--- config.mk ---
export PLATFORM = sky130hd
export DESIGN_NAME = dsis_front
export DESIGN_NICKNAME = d
export VERILOG_FILES = /design/src/dsis_pkg.sv /design/src/dsis_front.sv
export SDC_FILE = /design/constraint.sdc
export NUM_CORES = 1
export LEC_CHECK = 0
export BUFFER_PORTS_ARGS = -buffer_cell sky130_fd_sc_hd__buf_2
export CORE_AREA = 2 2 186 188
export CTS_BUF_LIST = sky130_fd_sc_hd__clkbuf_8
export CTS_CLUSTER_DIAMETER = 30
export DETAILED_ROUTE_END_ITERATION = 10
export DIE_AREA = 0 0 188 190
export HOLD_SLACK_MARGIN = 0.02
export PLACE_DENSITY = 0.52
export SLEW_MARGIN = 20
export SYNTH_ARGS = -nofsm -noshare
export SYNTH_HDL_FRONTEND = slang
export SYNTH_SLANG_ARGS = --single-unit
--- constraint.sdc ---
create_clock -name i_clk -period 3 [get_ports i_clk]
set_input_delay 0 -clock i_clk [delete_from_list [all_inputs] [get_ports i_clk]]
set_output_delay 0 -clock i_clk [all_outputs]
set_load 0.01 [all_outputs]
--- src/dsis_pkg.sv ---
// ============================================================================
// dsis_pkg
// Shared types and constants for the distinct sorted index sampler.
// ============================================================================
package dsis_pkg;

    localparam int MaxSamples = 64;

    localparam logic [63:0] GoldenStep = 64'h9E3779B97F4A7C15;
    localparam logic [63:0] MixMulA    = 64'hBF58476D1CE4E5B9;
    localparam logic [63:0] MixMulB    = 64'h94D049BB133111EB;

    typedef struct packed {
        logic [63:0] seed;
        logic [31:0] chunk_total;
        logic [6:0]  pick_target;
    } t_req;

    typedef struct packed {
        logic [31:0] chunk_index;
        logic        last;
    } t_rsp;

    typedef enum logic [1:0] {
        CMD_SEQ,
        CMD_RAND
    } t_cmd_kind;

    // Classified command passed from the front end to the back end.
    typedef struct packed {
        t_cmd_kind   kind;
        logic [63:0] seed;
        logic [31:0] chunks;
        logic [6:0]  wanted;
    } t_cmd;

    typedef enum logic [3:0] {
        ST_IDLE,
        ST_SEQ,
        ST_MIX0,
        ST_MUL,
        ST_MIX1,
        ST_MIX2,
        ST_DIV,
        ST_SCAN,
        ST_OUT_RD,
        ST_OUT
    } t_state;

endpackage

--- src/dsis_front.sv ---
// ============================================================================
// dsis_front
// Accepts requests, saturates the sample count, drops empty requests and
// queues classified commands for the back end.
// ============================================================================
module dsis_front (
    input  logic            i_clk,
    input  logic            i_rst_n,
    input  logic            i_valid,
    output logic            o_ready,
    input  dsis_pkg::t_req  i_req,
    output logic            o_cmd_valid,
    input  logic            i_cmd_ready,
    output dsis_pkg::t_cmd  o_cmd
);
    import dsis_pkg::*;

    t_cmd        r_q [2];
    logic        r_wp;
    logic        r_rp;
    logic [1:0]  r_cnt;
    logic [1:0]  n_cnt;
    t_cmd        w_cmd;
    logic [6:0]  w_wanted;
    logic        w_push;
    logic        w_pop;
    logic        w_keep;

    always_comb begin
        w_wanted = (i_req.pick_target > 7'(MaxSamples)) ? 7'(MaxSamples)
                                                       : i_req.pick_target;
        w_keep = (i_req.chunk_total != 32'd0) && (w_wanted != 7'd0);
        w_cmd.seed   = i_req.seed;
        w_cmd.chunks = i_req.chunk_total;
        w_cmd.wanted = w_wanted;
        w_cmd.kind   = ({25'd0, w_wanted} >= i_req.chunk_total) ? CMD_SEQ : CMD_RAND;
    end

    assign o_ready     = (r_cnt != 2'd2);
    assign o_cmd_valid = (r_cnt != 2'd0);
    assign o_cmd       = r_q[r_rp];
    assign w_push      = i_valid && o_ready && w_keep;
    assign w_pop       = o_cmd_valid && i_cmd_ready;

    always_comb begin
        n_cnt = r_cnt;
        if (w_push && !w_pop) begin
            n_cnt = r_cnt + 2'd1;
        end else if (!w_push && w_pop) begin
            n_cnt = r_cnt - 2'd1;
        end
    end

    always_ff @(posedge i_clk) begin
        if (!i_rst_n) begin
            r_wp  <= 1'b0;
            r_rp  <= 1'b0;
            r_cnt <= 2'd0;
        end else begin
            r_cnt <= n_cnt;
            if (w_push) begin
                r_wp <= ~r_wp;
            end
            if (w_pop) begin
                r_rp <= ~r_rp;
            end
        end
    end

    always_ff @(posedge i_clk) begin
        if (w_push) begin
            r_q[r_wp] <= w_cmd;
        end
    end

endmodule

Word-level counts from Yosys, hierarchy flattened
Memories as Yosys holds them, arrays and structs flattened. A register that Yosys moved wholly into a read port is not among the register bits.
Cells that the tools add are included.
{ "totals": {"inputBits": 107, "word_cells": 31, "mem_count": 1, "mem_bits_rw": 208, "output_inout_bits": 107, "ff_bits": 4} }
{ "mem_list": {"columns": ["name", "words", "width", "read_ports", "rd_clocked_by_memory_dff", "write_ports", "line", "rtl"], "rows": [
  ["r_q", 2, 104, 1, 1, 1, "dsis_front.sv:18", "t_cmd r_q [2];"]
]} }
{ "classes": {"muxes": 8, "n_addsub": 2, "bitwise": 2, "magnitude_cmp": 2, "n_reduce_logical": 12, "n_eq_ne": 1} }
{ "ops": {"columns": ["op", "n"], "rows": [
  ["$ge 7x32->1", 1],
  ["$reduce_bool 32->1", 1],
  ["$gt 7x7->1 const B", 1],
  ["$mux 7", 1],
  ["$reduce_bool 7->1", 1],
  ["$logic_and 1x1->1", 6],
  ["$mux 1", 5],
  ["$mux 2", 2],
  ["$reduce_bool 2->1", 2],
  ["$add 2x1->2 const B", 1],
  ["$logic_not 1->1", 2],
  ["$ne 2x2->1 const B", 1],
  ["$not 1->1", 2],
  ["$sub 2x1->2 const B", 1]
]} }

Logic depth before layout (Yosys ltp)
{ "depth": {"depth_word": 9, "mapped_depth": 8, "depth_no_buf": 8} }

Worst setup path before layout
OpenSTA, ideal clock, no wires.
{ "synth_path": {"kind": "register -> register", "startpoint": "register r_cnt[0]", "endpoint": "memory r_q[0][0] (netlist name) (enable)", "stages_incl_launch_ff": 6, "t_arrival_ns": 2.963, "setup_ns": 0.457, "n_path_buf": 0, "period_less_slack_ns": 3.420, "slack_ns": -0.420, "cell_sequence": "dfxtp_1 -> nand2b_1 -> nand2_1 -> a21oi_1 -> nand3_1 -> inv_1"} }
{ "synth_via": {"elab_chain_cells": 5} }
{ "synth_lines": {"columns": ["element", "line", "rtl"], "rows": [
  ["start: declaration", "dsis_front.sv:21", "logic [1:0] r_cnt;"],
  ["start signal: assignment", "dsis_front.sv:60", "r_cnt <= n_cnt;"],
  ["$ne 2x2->1", "dsis_front.sv:39", "assign o_ready = (r_cnt != 2'd2);"],
  ["named net o_ready", "dsis_front.sv:10", "output logic o_ready,"],
  ["$logic_and 1x1->1 (2 in series)", "dsis_front.sv:42", "assign w_push = i_valid && o_ready && w_keep;"],
  ["$mux 1", "dsis_front.sv:71", "if (w_push) begin"],
  ["$mux 1 (not written as such)", "dsis_front.sv:72", "r_q[r_wp] <= w_cmd;"],
  ["end: declaration", "dsis_front.sv:18", null]
]} }
The timed path passes the listed nets, and every way through them passes these cells.

Worst setup path after layout
{ "layout_path": {"startpoint": "input port i_req[17] (netlist name)", "endpoint": "register r_cnt[1]"} }
{ "layout_via": {"elab_chain_cells": 6, "elab_cells_between_ends": 8, "classes_between": "1 x mux; 7 x reduce/logical"} }
{ "layout_lines": {"columns": ["element", "line", "rtl"], "rows": [
  ["start: declaration", "dsis_front.sv:11", "input dsis_pkg::t_req i_req,"],
  ["$reduce_bool 32->1 *", "dsis_front.sv:32", "w_keep = (i_req.chunk_total != 32'd0) && (w_wanted != 7'd0);"],
  ["$logic_and 1x1->1 *", "dsis_front.sv:32", null],
  ["$logic_and 1x1->1 *", "dsis_front.sv:42", null],
  ["named net w_push", "dsis_front.sv:25", "logic w_push;"],
  ["$logic_not 1->1", "dsis_front.sv:49", "end else if (!w_push && w_pop) begin"],
  ["$logic_and 1x1->1", "dsis_front.sv:49", null],
  ["$reduce_bool 2->1 (no source line)", null, null]
]} }
Mark *: on every way through the listed nets, which the timed path passes. The rest lies on a longest branch.
A chain may end at the register's enable or synchronous reset.

==> flow_summary.ini <==
[clock_network]
post_cts_buffers = 0
cts_tree = yes
cts_made_buffers = 53
cts.repair.resized = 0
htree_num_levels = 2
clockBufferDepth = 3
cts_hold_buf = 106
cts_root_buf = clkbuf_8
clock_sink_count = 213
insertion_delay_ps = 580
clk_pin_slew_ps = 50

[route]
wl_per_cell_um = 14.9
drt-pass1-iter-count = 4
dr_wl_met2_um = 9480
antenna_left = 0
vias = 4915
met1_length_um = 7580
routed_wl_um = 18800
wl_met3_um = 1120
first_iter_violations = 175
drc = 0
post_drt_via_cell_ratio = 3.88
highest_layer = met4

[power]
power_density_nw_per_um2 = 839
total_power_mw = 10.1
p_seq_share_pct = 38.4
p_sw_mw = 2.62
switching_share_pct = 26.0
p_int_mw = 7.48
clkPwrFrac_pct = 41.2
ir_drop_v = 0.000615
comb_power_share_pct = 20.4
p_leak_nw = 4.56

[yosys]
yosysMostFrequentCell = edfxtp_1
ys_ff_latch = 213
yosysSeqAreaShare_pct = 79.1
yosys.area.top_type = edfxtp_1
synth_common_cells = edfxtp_1 (208), mux2_2 (104), inv_1 (10), ha_1 (8), nor4_1 (7)
yosys_warnings = 0
avgSynthCellArea_um2 = 20.1
synthFlopType = edfxtp_1
synth_edf_count = 208
mappedNetlistArea_um2 = 8020
synthTopCellsByArea = edfxtp_1 (78%), mux2_2 (15%), dfxtp_1 (1.2%)
synthCells = 400
ys_types = 31
synthArstFlopShare_pct = 0
synth.net_count = 515
yosys.area.top_type_share_pct = 77.9

[timing]
clock.fmax_mhz = 429
finClkSkew_ps = 16.8
tightest_slew_ps = 886
finalCriticalPeriod_ps = 2330
rsz0062_at_grt = no
holdWs_ps = 145
hold_violations = 0
fin_crit_sh_pct = 77.8
setup_viol = 0
report.final.slew_viol_count = 0
relSlewSlack_pct = 40.9
setup_tns_ps = 0

[placement]
place.gp.congestion = 0.696
io_buffers = 212
dp_cells = 1062
dp_hpwl_um = 11500

[grt]
first_global_vias = 5257
antenna_found_initial = 0
grt_pass1_wl_um = 28100
grt_use_total_pct = 10.4
grt_max_degree = 57
grt-ovfl-total = 0

[worst_hold_path]
hold_path_end = r_q[0][87]
hp-class = in2reg
hold_depth = 2
worstHoldStart = i_req[87]

[floorplanning]
rows = 68
die-area_um2 = 35700
io_pins = 214
start_util_pct = 23.6
die_y_um = 190
die_w_um = 188
core_um2 = 33900

[job]
maxCapViolCount = 0

[finish]
nets = 883
fillers = 3228
antenna_cells = 0
drive_gt1_share_pct = 51.0
finalNonFillerCells = 1267
layout-area-overhead-vs-synth_pct = 50.1
utilization_pct = 35.5

[critical_path]
worstPathRequired_ps = 3500
cp_max_fo = 4
r2r-end = r_q[1][59]
cp.arrival_ps = 2830
ff2ff_setup_slack_ps = 730
worstPathCellList = dlygate4sd3_1 -> buf_2 -> nor4_1 -> nand4_1 -> or3_4 -> and2_2 -> ha_1 -> or3_1 -> a21oi_1
worstPathBufferInverterCount = 2
critical_path.top_delay_family = simple AND/OR/NAND/NOR gates
endpoint_kind = flop
start_kind = input pin
worst-setup-path-type = in2reg
worst-path-stages = 9
reg2reg_from = r_cnt[0]
critPathMaxStageDelay_ps = 540
crit_slowest_cell = dlygate4sd3_1
rr_worst_depth = 5

[status]
status = finished clean
## through the flow
stage	setup slack [ps]	cell area [um2]
detailed placement	538	9690
global route	490	12000
CTS	596	12000
global placement	562	9690
floorplan	113	8030
finish	666	12000
## registers in the layout, indices dropped and copies added, names as in the netlist, named ones only
signal,flops
r_rp,1
r_wp,1
r_cnt,2
r_q,208
## cells in the final DEF, fill, tap and decap left out, drive strengths merged, types with 3 or more instances in the layout
master       netlist  routed
a21oi              3       3
mux2             104     104
nor3               3       3
bufinv             0      12
xor2               3       3
nor2               5       5
inv               10      19
clkbuf             3      55
dlygate4sd3        0     106
nand2              4       4
buf               11     221
nor4               7       7
o21ai              3       3
nand3              3       3
clkinvlp           0       8
edfxtp           208     208
ha                 8       8
dfxtp              5       5
clkinv             0      15
nand2b             3       3
nor2b              5       5
## kinds of logic (layout without fill, tap and decap cells)
logic type,Yosys count,count (layout),share of synthesized area (%)
AOI/OAI and AO/OA,11,11,0.874
xor gates and xnor gates,3,3,0.328
other,1,1,0.0467
DFF,213,213,79.1
adders and majority gates,8,8,1.25
muxes,104,104,14.6
and+or+nand+nor,36,36,2.53
buffers and inverters,24,436,1.26
## worst max path at each step
stage,start,endpoint,slack (ps)
after global placement,i_req[16],r_cnt[1],560
final,i_req[17],r_cnt[1],670
after floorplan,i_req[14],r_q[0][0],110
after CTS,r_cnt[0],r_q[1][9],600
after detailed placement,i_req[16],r_cnt[1],540
after global routing,i_req[17],r_cnt[1],490
## power by group through the flow
stage | Clock [mW] | Combinational, mW | Sequential [mW]
3_3_place_gp | 0 | 1.99 | 3.93
2_1_floorplan | 0 | 1.22 | 3.85
6_report | 4.16 | 2.06 | 3.88
5_1_grt | 4.45 | 2.23 | 3.92
3_5_place_dp | 0 | 1.98 | 3.95
4_1_cts | 4.31 | 2.10 | 3.89
## per-layer routing
metal | vias up | track usage (%)
met3 | 45 | 3.03
met2 | 179 | 18.1
li1 | 2324 | -
met1 | 2367 | 11.2
met5 | - | 0
met4 | 0 | 6.09
## final cells by class
type	count	area [um2]	area share, %
Clock inverter	44	528	4.39
Clock buffer	55	757	6.29
Timing Repair Buffer	327	2210	18.4
Tap cell	455	569	4.73
Sequential cell	213	6350	52.7
Multi-Input combinational cell	163	1580	13.1
Inverter	10	41.3	0.343
Note: power is estimated with default switching activity, not from simulation.
